**config.mk**
```make
export PLATFORM = sky130hd
export DESIGN_NAME = assembly_token_scanner
export DESIGN_NICKNAME = d
export VERILOG_FILES = /design/src/hw/rtl/ats_pkg.sv /design/src/hw/rtl/assembly_token_scanner.sv
export SDC_FILE = /design/constraint.sdc
export NUM_CORES = 2
export LEC_CHECK = 0
export ABC_AREA = 1
export ABC_CLOCK_PERIOD_IN_PS = 22400
export BUFFER_PORTS_ARGS = -buffer_cell sky130_fd_sc_hd__clkbuf_2
export CAP_MARGIN = 25
export CORE_ASPECT_RATIO = 1.5
export CORE_UTILIZATION = 65
export CTS_CLUSTER_DIAMETER = 40
export DETAILED_ROUTE_END_ITERATION = 16
export PLACE_DENSITY = 0.83
export SETUP_SLACK_MARGIN = 0.3
export SYNTH_ARGS = -nofsm -noshare
export SYNTH_HDL_FRONTEND = slang
export SYNTH_SLANG_ARGS = --single-unit
```
**constraint.sdc**
```tcl
create_clock -name clk -period 22.4 [get_ports clk]
set_input_delay 2.24 -clock clk [delete_from_list [all_inputs] [get_ports clk]]
set_output_delay 2.24 -clock clk [all_outputs]
set_load 0.1 [all_outputs]
```
**src/hw/rtl/ats_pkg.sv**
```systemverilog
`default_nettype none

package ats_pkg;

  // largest register index accepted is REGISTER_COUNT - 1
  localparam int REGISTER_COUNT = 32;

  // result queue: one byte can cause up to three tokens
  localparam int MAX_RUN = 3;
  localparam int QDEPTH  = 4;
  localparam int QPTR_W  = $clog2(QDEPTH);
  localparam int QCNT_W  = $clog2(QDEPTH + 1);

  localparam int LINE_W  = 24;
  localparam int COL_W   = 16;
  localparam int VALUE_W = 64;
  localparam int LEN_W   = 8;
  localparam int CFG_W   = 24;

  localparam logic [LINE_W-1:0] LINE_MAX = '1;
  localparam logic [COL_W-1:0]  COL_MAX  = '1;
  localparam logic [LEN_W-1:0]  LEN_MAX  = '1;

  // configuration register indexes
  localparam logic CFG_START_LINE   = 1'b0;
  localparam logic CFG_START_COLUMN = 1'b1;

  // character codes
  localparam logic [7:0] CH_LF     = 8'h0a;
  localparam logic [7:0] CH_TAB    = 8'h09;
  localparam logic [7:0] CH_CR     = 8'h0d;
  localparam logic [7:0] CH_SPACE  = 8'h20;
  localparam logic [7:0] CH_SEMI   = 8'h3b;
  localparam logic [7:0] CH_COLON  = 8'h3a;
  localparam logic [7:0] CH_COMMA  = 8'h2c;
  localparam logic [7:0] CH_UNDER  = 8'h5f;
  localparam logic [7:0] CH_LOW_B  = 8'h62;
  localparam logic [7:0] CH_LOW_O  = 8'h6f;
  localparam logic [7:0] CH_LOW_X  = 8'h78;
  localparam logic [7:0] CH_LOW_R  = 8'h72;

  // packed keyword text, first byte in the low bits
  localparam logic [VALUE_W-1:0] MOV_PACKED = 64'h0000_0000_0076_6f6d;
  localparam logic [VALUE_W-1:0] RET_PACKED = 64'h0000_0000_0074_6572;
  localparam logic [VALUE_W-1:0] KW_MOV = 64'd0;
  localparam logic [VALUE_W-1:0] KW_RET = 64'd1;

  typedef enum logic [2:0] {
    TK_EOF     = 3'd0,
    TK_NUMBER  = 3'd1,
    TK_REG     = 3'd2,
    TK_KEYWORD = 3'd3,
    TK_IDENT   = 3'd4,
    TK_COLON   = 3'd5,
    TK_COMMA   = 3'd6,
    TK_UNKNOWN = 3'd7
  } token_kind_t;

  typedef enum logic [2:0] {
    MODE_IDLE    = 3'd0,
    MODE_COMMENT = 3'd1,
    MODE_PEND    = 3'd2,
    MODE_NUM     = 3'd3,
    MODE_WORD    = 3'd4
  } scan_mode_t;

  typedef enum logic [1:0] {
    RADIX_DEC = 2'd0,
    RADIX_BIN = 2'd1,
    RADIX_OCT = 2'd2,
    RADIX_HEX = 2'd3
  } radix_t;

  typedef struct packed {
    token_kind_t         kind;
    logic [LINE_W-1:0]   line;
    logic [COL_W-1:0]    column;
    logic [VALUE_W-1:0]  value;
    logic [LEN_W-1:0]    length;
    logic                last;
  } tok_t;

  function automatic logic is_digit(logic [7:0] c);
    return (c >= 8'h30) && (c <= 8'h39);
  endfunction

  function automatic logic is_alpha(logic [7:0] c);
    return ((c >= 8'h61) && (c <= 8'h7a)) || ((c >= 8'h41) && (c <= 8'h5a));
  endfunction

  function automatic logic is_space(logic [7:0] c);
    return (c == CH_SPACE) || ((c >= CH_TAB) && (c <= CH_CR));
  endfunction

  function automatic logic is_word(logic [7:0] c);
    return is_alpha(c) || is_digit(c) || (c == CH_UNDER);
  endfunction

  // digit value, 16 when the byte is no hex digit
  function automatic logic [4:0] hex_val(logic [7:0] c);
    logic [4:0] v;
    if (is_digit(c)) begin
      v = {1'b0, c[3:0]};
    end else if ((c >= 8'h61) && (c <= 8'h66)) begin
      v = 5'(c - 8'h57);
    end else if ((c >= 8'h41) && (c <= 8'h46)) begin
      v = 5'(c - 8'h37);
    end else begin
      v = 5'd16;
    end
    return v;
  endfunction

  function automatic logic [4:0] radix_base(radix_t r);
    logic [4:0] b;
    unique case (r)
      RADIX_DEC: b = 5'd10;
      RADIX_BIN: b = 5'd2;
      RADIX_OCT: b = 5'd8;
      default:   b = 5'd16;
    endcase
    return b;
  endfunction

  function automatic tok_t make_simple(token_kind_t k, logic [LINE_W-1:0] ln,
                                       logic [COL_W-1:0] col);
    tok_t t;
    t = '0;
    t.kind   = k;
    t.line   = ln;
    t.column = col;
    return t;
  endfunction

  function automatic tok_t make_number(logic good, logic seen, logic [VALUE_W-1:0] acc,
                                       logic [LINE_W-1:0] ln, logic [COL_W-1:0] col);
    tok_t t;
    t = '0;
    t.line   = ln;
    t.column = col;
    if (good && seen) begin
      t.kind  = TK_NUMBER;
      t.value = acc;
    end else begin
      t.kind  = TK_UNKNOWN;
      t.value = '1;
    end
    return t;
  endfunction

  function automatic tok_t make_word(logic rgood, logic [7:0] ridx, logic [LEN_W-1:0] len,
                                     logic [VALUE_W-1:0] bytes, logic [LINE_W-1:0] ln,
                                     logic [COL_W-1:0] col);
    tok_t t;
    t = '0;
    t.line   = ln;
    t.column = col;
    if (rgood && (len >= LEN_W'(2))) begin
      t.kind  = TK_REG;
      t.value = {56'd0, ridx};
    end else if ((len == LEN_W'(3)) && (bytes == MOV_PACKED)) begin
      t.kind   = TK_KEYWORD;
      t.value  = KW_MOV;
      t.length = LEN_W'(3);
    end else if ((len == LEN_W'(3)) && (bytes == RET_PACKED)) begin
      t.kind   = TK_KEYWORD;
      t.value  = KW_RET;
      t.length = LEN_W'(3);
    end else begin
      t.kind   = TK_IDENT;
      t.value  = bytes;
      t.length = len;
    end
    return t;
  endfunction

endpackage

`default_nettype wire

```
**src/hw/rtl/assembly_token_scanner.sv**
```systemverilog
// Assembly token scanner.
// Input channel: one source byte per request (char_code, is_last) on in_valid /
// in_stall. Output channel: one token per request (token_kind, token_line,
// token_column, token_value, text_length, last_of_run) on out_valid / out_stall.
// A byte may cause zero to three tokens; last_of_run marks the final token of
// the byte that caused it. The byte after is_last begins new content.
// An accepted byte waits in the input register until the queue has room, is
// scanned into the queue, and its tokens leave one per cycle unless out_stall.
// Throughput: one byte per cycle. Bytes are scanned in one pass through the
// input register; tokens wait in a four-entry queue, and a byte is scanned
// only while the queue has room for three tokens, so bytes causing several
// tokens hold the input while the queue drains.
// Stall: out_stall holds the head token steady; the queue fills and in_stall
// rises. Reset (rst, synchronous) empties the queue and the input register,
// sets start_line to 1 and start_column to 0 and returns the scanner to the
// state between tokens. cfg_we writes start_line (index 0) or start_column
// (index 1) from cfg_data; a write applies from the first byte of the next
// content.
`default_nettype none

module assembly_token_scanner (
  input  wire logic                        clk,
  input  wire logic                        rst,
  input  wire logic                        cfg_we,
  input  wire logic                        cfg_index,
  input  wire logic [ats_pkg::CFG_W-1:0]   cfg_data,
  input  wire logic                        in_valid,
  output logic                             in_stall,
  input  wire logic [7:0]                  char_code,
  input  wire logic                        is_last,
  output logic                             out_valid,
  input  wire logic                        out_stall,
  output logic [2:0]                       token_kind,
  output logic [ats_pkg::LINE_W-1:0]       token_line,
  output logic [ats_pkg::COL_W-1:0]        token_column,
  output logic [ats_pkg::VALUE_W-1:0]      token_value,
  output logic [ats_pkg::LEN_W-1:0]        text_length,
  output logic                             last_of_run
);

  // configuration
  logic [ats_pkg::LINE_W-1:0] start_line;
  logic [ats_pkg::COL_W-1:0]  start_column;

  // input register
  logic       s_valid;
  logic [7:0] s_char;
  logic       s_last;

  // scanner state
  ats_pkg::scan_mode_t          mode, mode_next;
  ats_pkg::radix_t              radix, radix_next;
  logic                         skip, skip_next;
  logic [ats_pkg::VALUE_W-1:0]  accum, accum_next;
  logic                         good, good_next;
  logic                         seen, seen_next;
  logic [ats_pkg::VALUE_W-1:0]  wbytes, wbytes_next;
  logic [ats_pkg::LEN_W-1:0]    wlen, wlen_next;
  logic [7:0]                   ridx, ridx_next;
  logic                         rgood, rgood_next;
  logic [ats_pkg::LINE_W-1:0]   line_cnt, line_cnt_next;
  logic [ats_pkg::COL_W-1:0]    col_cnt, col_cnt_next;
  logic                         first, first_next;
  logic [ats_pkg::LINE_W-1:0]   bline, bline_next;
  logic [ats_pkg::COL_W-1:0]    bcol, bcol_next;

  // result queue
  ats_pkg::tok_t               q [ats_pkg::QDEPTH];
  logic [ats_pkg::QPTR_W-1:0]  wr_ptr, rd_ptr;
  logic [ats_pkg::QCNT_W-1:0]  q_count;
  logic                        room, adv, take, pop;

  // scan datapath
  logic                         is_prefix, do_idle, num_step;
  logic [4:0]                   hexv;
  logic                         dig_ok;
  logic [ats_pkg::VALUE_W+3:0]  prod;
  logic [11:0]                  reg_val;
  logic                         va, vb, vc;
  ats_pkg::tok_t                ta, tb, tc;
  logic [1:0]                   push_n;
  logic [ats_pkg::QPTR_W-1:0]   idx_a, idx_b, idx_c;

  assign room     = q_count <= ats_pkg::QCNT_W'(ats_pkg::QDEPTH - ats_pkg::MAX_RUN);
  assign adv      = s_valid && room;
  assign in_stall = s_valid && !room;
  assign take     = in_valid && !in_stall;
  assign pop      = out_valid && !out_stall;

  // configuration writes
  always_ff @(posedge clk) begin
    if (rst) begin
      start_line   <= ats_pkg::LINE_W'(1);
      start_column <= '0;
    end else if (cfg_we) begin
      unique case (cfg_index)
        ats_pkg::CFG_START_LINE:   start_line   <= cfg_data;
        ats_pkg::CFG_START_COLUMN: start_column <= cfg_data[ats_pkg::COL_W-1:0];
        default: ;
      endcase
    end
  end

  // input register
  always_ff @(posedge clk) begin
    if (rst) begin
      s_valid <= 1'b0;
    end else if (take) begin
      s_valid <= 1'b1;
    end else if (adv) begin
      s_valid <= 1'b0;
    end
  end

  always_ff @(posedge clk) begin
    if (take) begin
      s_char <= char_code;
      s_last <= is_last;
    end
  end

  // one byte through the scanner
  always_comb begin
    mode_next     = mode;
    radix_next    = radix;
    skip_next     = skip;
    accum_next    = accum;
    good_next     = good;
    seen_next     = seen;
    wbytes_next   = wbytes;
    wlen_next     = wlen;
    ridx_next     = ridx;
    rgood_next    = rgood;
    line_cnt_next = line_cnt;
    col_cnt_next  = col_cnt;
    first_next    = first;
    bline_next    = bline;
    bcol_next     = bcol;
    va = 1'b0;
    vb = 1'b0;
    vc = 1'b0;
    ta = '0;
    tb = '0;
    tc = '0;
    do_idle  = 1'b0;
    num_step = 1'b0;
    prod     = '0;
    reg_val  = '0;
    dig_ok   = 1'b0;
    hexv     = ats_pkg::hex_val(s_char);
    is_prefix = (mode == ats_pkg::MODE_PEND) &&
                ((s_char == ats_pkg::CH_LOW_B) || (s_char == ats_pkg::CH_LOW_O) ||
                 (s_char == ats_pkg::CH_LOW_X));

    // position of this byte
    if (first) begin
      line_cnt_next = start_line;
      col_cnt_next  = start_column;
      first_next    = 1'b0;
    end else if (skip) begin
      skip_next = 1'b0;
    end else if (!is_prefix) begin
      if (s_char == ats_pkg::CH_LF) begin
        if (line_cnt != ats_pkg::LINE_MAX) line_cnt_next = line_cnt + 1'b1;
        col_cnt_next = '0;
      end else if (col_cnt != ats_pkg::COL_MAX) begin
        col_cnt_next = col_cnt + 1'b1;
      end
    end

    // mode handling
    unique case (mode)
      ats_pkg::MODE_COMMENT: begin
        if (s_char == ats_pkg::CH_LF) mode_next = ats_pkg::MODE_IDLE;
      end
      ats_pkg::MODE_PEND, ats_pkg::MODE_NUM: begin
        if (is_prefix) begin
          unique case (s_char)
            ats_pkg::CH_LOW_B: radix_next = ats_pkg::RADIX_BIN;
            ats_pkg::CH_LOW_O: radix_next = ats_pkg::RADIX_OCT;
            default:           radix_next = ats_pkg::RADIX_HEX;
          endcase
          accum_next = '0;
          seen_next  = 1'b0;
          mode_next  = ats_pkg::MODE_NUM;
          skip_next  = 1'b1;
        end else if (hexv != 5'd16) begin
          num_step  = 1'b1;
          mode_next = ats_pkg::MODE_NUM;
        end else begin
          va = 1'b1;
          ta = ats_pkg::make_number(good, seen || (mode == ats_pkg::MODE_PEND), accum,
                                    bline, bcol);
          do_idle = 1'b1;
        end
      end
      ats_pkg::MODE_WORD: begin
        if (ats_pkg::is_word(s_char)) begin
          // append byte, track register index
          for (int k = 0; k < 8; k++) begin
            if (wlen == ats_pkg::LEN_W'(k)) wbytes_next[8*k +: 8] = s_char;
          end
          if (rgood) begin
            if (ats_pkg::is_digit(s_char)) begin
              reg_val = {1'b0, ridx, 3'b000} + {3'b000, ridx, 1'b0} + {8'd0, s_char[3:0]};
              if (reg_val >= 12'(ats_pkg::REGISTER_COUNT)) rgood_next = 1'b0;
              else ridx_next = reg_val[7:0];
            end else begin
              rgood_next = 1'b0;
            end
          end
          if (wlen != ats_pkg::LEN_MAX) wlen_next = wlen + 1'b1;
        end else begin
          va = 1'b1;
          ta = ats_pkg::make_word(rgood, ridx, wlen, wbytes, bline, bcol);
          do_idle = 1'b1;
        end
      end
      default: begin
        do_idle = 1'b1;
      end
    endcase

    // digit appended to a number
    if (num_step) begin
      dig_ok = good && (hexv < ats_pkg::radix_base(radix));
      unique case (radix)
        ats_pkg::RADIX_DEC: prod = {accum, 3'b000} + {2'b00, accum, 1'b0} + 68'(hexv);
        ats_pkg::RADIX_BIN: prod = {3'b000, accum, 1'b0} + 68'(hexv);
        ats_pkg::RADIX_OCT: prod = {1'b0, accum, 3'b000} + 68'(hexv);
        default:            prod = {accum, 4'b0000} + 68'(hexv);
      endcase
      if (dig_ok && (prod[ats_pkg::VALUE_W+3:ats_pkg::VALUE_W] != 4'd0)) begin
        dig_ok = 1'b0;
      end else if (dig_ok) begin
        accum_next = prod[ats_pkg::VALUE_W-1:0];
      end
      good_next = dig_ok;
      seen_next = 1'b1;
    end

    // byte seen between tokens
    if (do_idle) begin
      mode_next = ats_pkg::MODE_IDLE;
      if (ats_pkg::is_space(s_char)) begin
        mode_next = ats_pkg::MODE_IDLE;
      end else if (s_char == ats_pkg::CH_SEMI) begin
        mode_next = ats_pkg::MODE_COMMENT;
      end else begin
        bline_next = line_cnt_next;
        bcol_next  = col_cnt_next;
        if (ats_pkg::is_digit(s_char)) begin
          mode_next  = ats_pkg::MODE_PEND;
          radix_next = ats_pkg::RADIX_DEC;
          accum_next = {60'd0, s_char[3:0]};
          good_next  = 1'b1;
          seen_next  = 1'b0;
        end else if (ats_pkg::is_alpha(s_char) || (s_char == ats_pkg::CH_UNDER)) begin
          mode_next   = ats_pkg::MODE_WORD;
          wbytes_next = {56'd0, s_char};
          wlen_next   = ats_pkg::LEN_W'(1);
          ridx_next   = '0;
          rgood_next  = (s_char == ats_pkg::CH_LOW_R);
        end else if (s_char == ats_pkg::CH_COLON) begin
          vb = 1'b1;
          tb = ats_pkg::make_simple(ats_pkg::TK_COLON, line_cnt_next, col_cnt_next);
        end else if (s_char == ats_pkg::CH_COMMA) begin
          vb = 1'b1;
          tb = ats_pkg::make_simple(ats_pkg::TK_COMMA, line_cnt_next, col_cnt_next);
        end else begin
          vb = 1'b1;
          tb = ats_pkg::make_simple(ats_pkg::TK_UNKNOWN, line_cnt_next, col_cnt_next);
        end
      end
    end

    // end of content: close the open token, add eof, restart
    if (s_last) begin
      unique case (mode_next)
        ats_pkg::MODE_PEND: begin
          vb = 1'b1;
          tb = ats_pkg::make_number(good_next, 1'b1, accum_next, bline_next, bcol_next);
        end
        ats_pkg::MODE_NUM: begin
          vb = 1'b1;
          tb = ats_pkg::make_number(good_next, seen_next, accum_next, bline_next, bcol_next);
        end
        ats_pkg::MODE_WORD: begin
          vb = 1'b1;
          tb = ats_pkg::make_word(rgood_next, ridx_next, wlen_next, wbytes_next,
                                  bline_next, bcol_next);
        end
        default: ;
      endcase
      vc = 1'b1;
      tc = ats_pkg::make_simple(ats_pkg::TK_EOF, line_cnt_next, col_cnt_next);
      mode_next   = ats_pkg::MODE_IDLE;
      radix_next  = ats_pkg::RADIX_DEC;
      skip_next   = 1'b0;
      accum_next  = '0;
      good_next   = 1'b1;
      seen_next   = 1'b0;
      wbytes_next = '0;
      wlen_next   = '0;
      ridx_next   = '0;
      rgood_next  = 1'b0;
      first_next  = 1'b1;
      bline_next  = '0;
      bcol_next   = '0;
    end

    ta.last = !vb && !vc;
    tb.last = !vc;
    tc.last = 1'b1;
  end

  // scanner state registers
  always_ff @(posedge clk) begin
    if (rst) begin
      mode     <= ats_pkg::MODE_IDLE;
      radix    <= ats_pkg::RADIX_DEC;
      skip     <= 1'b0;
      accum    <= '0;
      good     <= 1'b1;
      seen     <= 1'b0;
      wbytes   <= '0;
      wlen     <= '0;
      ridx     <= '0;
      rgood    <= 1'b0;
      line_cnt <= ats_pkg::LINE_W'(1);
      col_cnt  <= '0;
      first    <= 1'b1;
      bline    <= '0;
      bcol     <= '0;
    end else if (adv) begin
      mode     <= mode_next;
      radix    <= radix_next;
      skip     <= skip_next;
      accum    <= accum_next;
      good     <= good_next;
      seen     <= seen_next;
      wbytes   <= wbytes_next;
      wlen     <= wlen_next;
      ridx     <= ridx_next;
      rgood    <= rgood_next;
      line_cnt <= line_cnt_next;
      col_cnt  <= col_cnt_next;
      first    <= first_next;
      bline    <= bline_next;
      bcol     <= bcol_next;
    end
  end

  // queue write positions: tokens packed in order
  assign push_n = adv ? (2'(va) + 2'(vb) + 2'(vc)) : 2'd0;
  assign idx_a  = wr_ptr;
  assign idx_b  = wr_ptr + ats_pkg::QPTR_W'(va);
  assign idx_c  = wr_ptr + ats_pkg::QPTR_W'(va) + ats_pkg::QPTR_W'(vb);

  always_ff @(posedge clk) begin
    if (adv) begin
      for (int i = 0; i < ats_pkg::QDEPTH; i++) begin
        if (va && (idx_a == ats_pkg::QPTR_W'(i))) q[i] <= ta;
        if (vb && (idx_b == ats_pkg::QPTR_W'(i))) q[i] <= tb;
        if (vc && (idx_c == ats_pkg::QPTR_W'(i))) q[i] <= tc;
      end
    end
  end

  // queue pointers and fill count
  always_ff @(posedge clk) begin
    if (rst) begin
      wr_ptr  <= '0;
      rd_ptr  <= '0;
      q_count <= '0;
    end else begin
      wr_ptr  <= wr_ptr + ats_pkg::QPTR_W'(push_n);
      if (pop) rd_ptr <= rd_ptr + 1'b1;
      q_count <= q_count + ats_pkg::QCNT_W'(push_n) - ats_pkg::QCNT_W'(pop);
    end
  end

  // output side
  always_comb begin
    out_valid    = q_count != '0;
    token_kind   = q[rd_ptr].kind;
    token_line   = q[rd_ptr].line;
    token_column = q[rd_ptr].column;
    token_value  = q[rd_ptr].value;
    text_length  = q[rd_ptr].length;
    last_of_run  = q[rd_ptr].last;
  end

  // queue never overfills
  a_queue_bound: assert property (@(posedge clk) disable iff (rst)
    q_count <= ats_pkg::QCNT_W'(ats_pkg::QDEPTH))
    else $error("result queue overfilled");

  // three tokens from one byte only when it ends the content
  a_three_needs_last: assert property (@(posedge clk) disable iff (rst)
    (push_n == 2'd3) |-> s_last)
    else $error("three tokens from a byte that is not last");

  // a last byte restarts position tracking
  a_last_restarts: assert property (@(posedge clk) disable iff (rst)
    (adv && s_last) |=> (first && (mode == ats_pkg::MODE_IDLE)))
    else $error("scanner did not restart after last byte");

  // pending position skip only inside a prefixed number
  a_skip_in_number: assert property (@(posedge clk) disable iff (rst)
    skip |-> ((mode == ats_pkg::MODE_NUM) && (radix != ats_pkg::RADIX_DEC)))
    else $error("position skip outside a prefixed number");

endmodule

`default_nettype wire

```
==> results of run 1 <==
## synthesized netlist by cell type, types with 43 or more instances
| cell type | n |
|---|---|
| o211ai_1 | 75 |
| o22ai_1 | 205 |
| nor2_1 | 878 |
| ha_1 | 166 |
| nand3_1 | 476 |
| nand2_1 | 1687 |
| nor3_1 | 87 |
| buf_2 | 82 |
| o221ai_1 | 68 |
| nand4_1 | 142 |
| edfxtp_1 | 473 |
| o21ai_1 | 132 |
| clkbuf_1 | 384 |
| a21oi_1 | 716 |
| inv_1 | 690 |
| xor2_1 | 43 |
| o21ai_0 | 1044 |
| dfxtp_1 | 284 |
## per-layer routing
metal | GRT overflow | track usage, %
met5 | 0 | 6.73
met4 | 9 | 72.7
met3 | 0 | 43.9
met2 | 9 | 92.4
met1 | 0 | 69.6
## cells by family after synthesis
kind of cell	after synthesis	share of synthesized area [%]
fa+ha+maj	175	4.12
mux	2	0.0411
compound gates	2379	23.7
simple gates	3407	26.2
xor+xnor	49	0.783
flops	757	36.3
buf+inv	1250	8.93
## metrics by stage
| step | hold WS (ps) | std cells | cell area, um2 | utilization, % | worst slack (ps) |
|---|---|---|---|---|---|
| 2_1_floorplan | 424 | 8019 | 54800 | - | 7340 |
| 3_3_place_gp | 440 | 8894 | 55900 | 66.9 | 12970 |
| 3_5_place_dp | 450 | 8899 | 55900 | 66.9 | 12770 |
| 4_1_cts | 459 | 9039 | 58500 | 70.0 | 12730 |
==> results.toml, run 1 <==
[floorplanning]
initial_core_util_pct = 65.6
rows = 130
die_h_um = 358
die_w_um = 239
io_pins = 157

[place]
dp_hpwl_um = 181000
gp_congestion = 1.18
io_buffers = 156

[yosys]
synth_top_area_share_pct = 25.9
yosysUniqueCellTypes = 68
synth_seq_cells = 757
ys_top_cells_by_area = "edfxtp_1 (26%), nand2_1 (12%), dfxtp_1 (10%), o21ai_0 (9.5%), a21oi_1 (6.5%)"
async_flop_share_pct = 0
synth_area_per_cell_um2 = 6.84
synth_area_leader_cell = "edfxtp_1"
synthesis.area_um2 = 54800
ys_seq_area_share_pct = 36.3
yosys_warnings = 0
synth_edf_count = 473
ys.flop_type = "edfxtp_1"
postSynthCellCount = 8019
synthesis.nets = 8233

[grt]
grt_pass1_vias = 65700
grt_max_degree = 204
grt_usage_pct = 69.1
overflow = 18
grt_pass1_wl_um = 441000

[clock_network]
hold_buffers = 0
clock-root-buffer = "clkbuf_16"
cts_inserted_buffers = 76
cts_resized = 0
clockBufferDepth = 3
clock-sinks = 757
h-tree-depth = 3
cts_setup_buffers = 0

[run_status]
tool.error = "[ERROR GRT-0116] Global routing finished with congestion. Check the congestion regions in the DRC Viewer."
outcome = "did not finish"
haltStage = "global routing"
==> run 2, diff against run 1 <==
Settings changed: CORE_ASPECT_RATIO 1.5 to not set, CORE_UTILIZATION 65 to 40, CTS_CLUSTER_DIAMETER 40 to not set, PLACE_DENSITY 0.83 to not set, PLACE_DENSITY_LB_ADDON set to 0.15, SETUP_SLACK_MARGIN 0.3 to not set.
==> run 2 against run 1 <==
Against the previous run: the run now ends clean; synthesized area unchanged; synthesized cell count unchanged.
==> results.toml, run 2 <==
[run_status]
outcome = "finished, final reports clean"

[cells_and_area]
regMostFlops = "q"
largest_register_ffs = 464
top_regs = "q (464), accum (64), wbytes (64)"
area_growth_pct = 9.47
layout_commonest_cell = "nand2_1"
layout-drive-gt1-share_pct = 7.22
nNetsFinal = 8113
final_cell_mix = "nand2_1 (1677), o21ai_0 (1040), nor2_1 (873), a21oi_1 (716), inv_1 (684)"

[drt]
vias = 60200
drc_errors = 0
drt_iter0_markers = 7613
vias_per_cell = 6.17
routed_wl_um = 270000
ant_nets = 0
wl_per_cell_um = 27.7
first_pass_iters = 8

[timing]
fin_tns_setup_ps = 0
worst_slack_ps = 12450
hold_viol = 0
relSlewSlack_pct = 22.8
setup_violations = 0
tightestPinTransition_ps = 1160
rsz0062_at_grt = "false"
skew_ps = 61.6
maxSlewViolCount = 0
finalCritPeriodShare_pct = 44.4
fin_hold_ws_ps = 466
max_freq_ghz = 0.101
period_minus_slack_ps = 9950

[floorplanning]
die_h_um = 372
die_w_um = 372
core_um2 = 136000
die_area_um2 = 139000
initial_core_util_pct = 40.4
io_pins = 157
rows = 135

[critical_path]
crit_path_top_delay_cell = "buf_4"
start_kind = "register"
crit_fanout = 79
critPathArrivalTime_ps = 10260
rr_worst_depth = 26
path_class = "register to register"
crit_start = "s_char[1]$_DFFE_PP_"
end_kind = "register"
rr_endpoint = "q[1][41]$_SDFFCE_PP0P_"
r2r-start = "s_char[1]$_DFFE_PP_"
crit_end = "q[1][41]$_SDFFCE_PP0P_"
crit_path_max_incr_delay_ps = 830
cpMostUsedCell = "buf_4"
cp.required_ps = 22710
reg2reg_slack_ps = 12450

[clock_network]
cts_resized = 0
cts_inserted_buffers = 88
clock_latency_ps = 740
clock-sinks = 757
cts_setup_buffers = 0
clk_pin_slew_ps = 60
clockBufferDepth = 3
hold_buffers = 0
cts_tree = "built"
clock-root-buffer = "clkbuf_16"
h-tree-depth = 3

[yosys]
synth_most_common_cell = "nand2_1"
synthTopCellsByCount = "nand2_1 (1687), o21ai_0 (1044), nor2_1 (878), a21oi_1 (716), inv_1 (690)"
async_flop_share_pct = 0
synthesis.area_um2 = 54800
synth-simple-area-share_pct = 26.2
yosysUniqueCellTypes = 68
yosys_warnings = 0
synth_compound_area_share_pct = 23.7
synthXorXnorAreaFrac_pct = 0.783
postSynthCellCount = 8019
synth_edf_count = 473
ys_seq_area_share_pct = 36.3
synth_seq_cells = 757
synth_top_family_by_area = "simple AND/OR/NAND/NOR gates"
synth_top_area_share_pct = 25.9
synthesis.nets = 8233
synthMuxAreaShare_pct = 0.0411
synth_adder_area_share_pct = 4.12
synth_area_per_cell_um2 = 6.84
ys.flop_type = "edfxtp_1"
ys_top_cells_by_area = "edfxtp_1 (26%), nand2_1 (12%), dfxtp_1 (10%), o21ai_0 (9.5%), a21oi_1 (6.5%)"
synth_area_leader_cell = "edfxtp_1"

[grt]
overflow = 0
grt_pass1_wl_um = 385000
grt_usage_pct = 37.8
grt_pass1_vias = 53800
antenna_found_initial = 17
grt_max_degree = 171

[place]
dp_hpwl_um = 192000
dp_slack_ps = 12680
io_buffers = 156
gp_congestion = 1.08

[pwr]
p_leak_nw = 22.5
irDropWorstVdd_mv = 0.0972
powerDensity_nw_per_um2 = 86.2

[min_path]
hold_path_class = "register to register"

[job]
drv_cap = 0
-- run 2: kinds of logic (layout without fill, tap and decap cells) --
group           count (synthesis)  in the layout
xor+xnor                       49             49
flops                         757            757
fa+ha+maj                     175            175
compound gates               2379           2379
other cells                     0              3
buf+inv                      1250           1206
mux                             2              2
simple gates                 3407           3407
-- run 2: final cells by class --
type	instances	area (um2)
repair buffers	311	2060
clock buffers	116	2390
inverters	729	2750
multi-input cells	6012	30200
flip-flops and latches	757	19900
clock inverters	50	537
fillers	14200	75800
well taps	1781	2230
diodes	3	7.51
-- run 2: per-layer routing --
layer  vias to the layer above  part of all wire, %  GRT usage, %
met5                         -                0.045             0
met4                        18                  4.9          17.4
met3                       527                   10          7.24
met2                      3355                   42          56.0
met1                     29000                   42          52.7
li1                      27400                    -             -
-- run 2: how the worst min path moves through the flow --
stage,from,endpoint,depth (start not counted)
floorplan,start_line[0]$_SDFFE_PP1P_,start_line[0]$_SDFFE_PP1P_,2
global placement,start_line[0]$_SDFFE_PP1P_,start_line[0]$_SDFFE_PP1P_,2
detailed placement,seen$_SDFFE_PP0P_,seen$_SDFFE_PP0P_,2
CTS,seen$_SDFFE_PP0P_,seen$_SDFFE_PP0P_,2
global route,bcol[8]$_SDFFE_PP0P_,bcol[8]$_SDFFE_PP0P_,2
finish,bcol[8]$_SDFFE_PP0P_,bcol[8]$_SDFFE_PP0P_,2
-- run 2: power by group --
part	internal [mW]	switching, mW	total [mW]	leakage, nW
Clock	0.850	0.639	1.49	1.43
Sequential	1.62	0.0647	1.69	6.84
Combinational	0.315	1.69	2.00	14.2
Total	2.79	2.39	5.18	22.5
-- run 2: stage by stage --
| stage | total power, mW | cells | utilization [%] | cell area [um2] |
|---|---|---|---|---|
| 6_report | 5.18 | 9759 | 44.2 | 60000 |
| 5_1_grt | 5.34 | 9756 | 44.2 | 60000 |
| 3_3_place_gp | 3.67 | 9577 | 41.9 | 56900 |
| 3_5_place_dp | 3.69 | 9584 | 42.0 | 57100 |
| 4_1_cts | 5.16 | 9750 | 44.2 | 60000 |
| 2_1_floorplan | 3.18 | 8019 | - | 54800 |
-- run 2: critical path, delay by kind of cell (launching register included) --
kind	cells	cell delay, ps
DFF	1	800
and+or+nand+nor	15	3020
AOI/OAI and AO/OA	1	140
buffers and inverters	9	4850
adders and majority gates	1	440
Note: power is estimated with default switching activity, not from simulation.
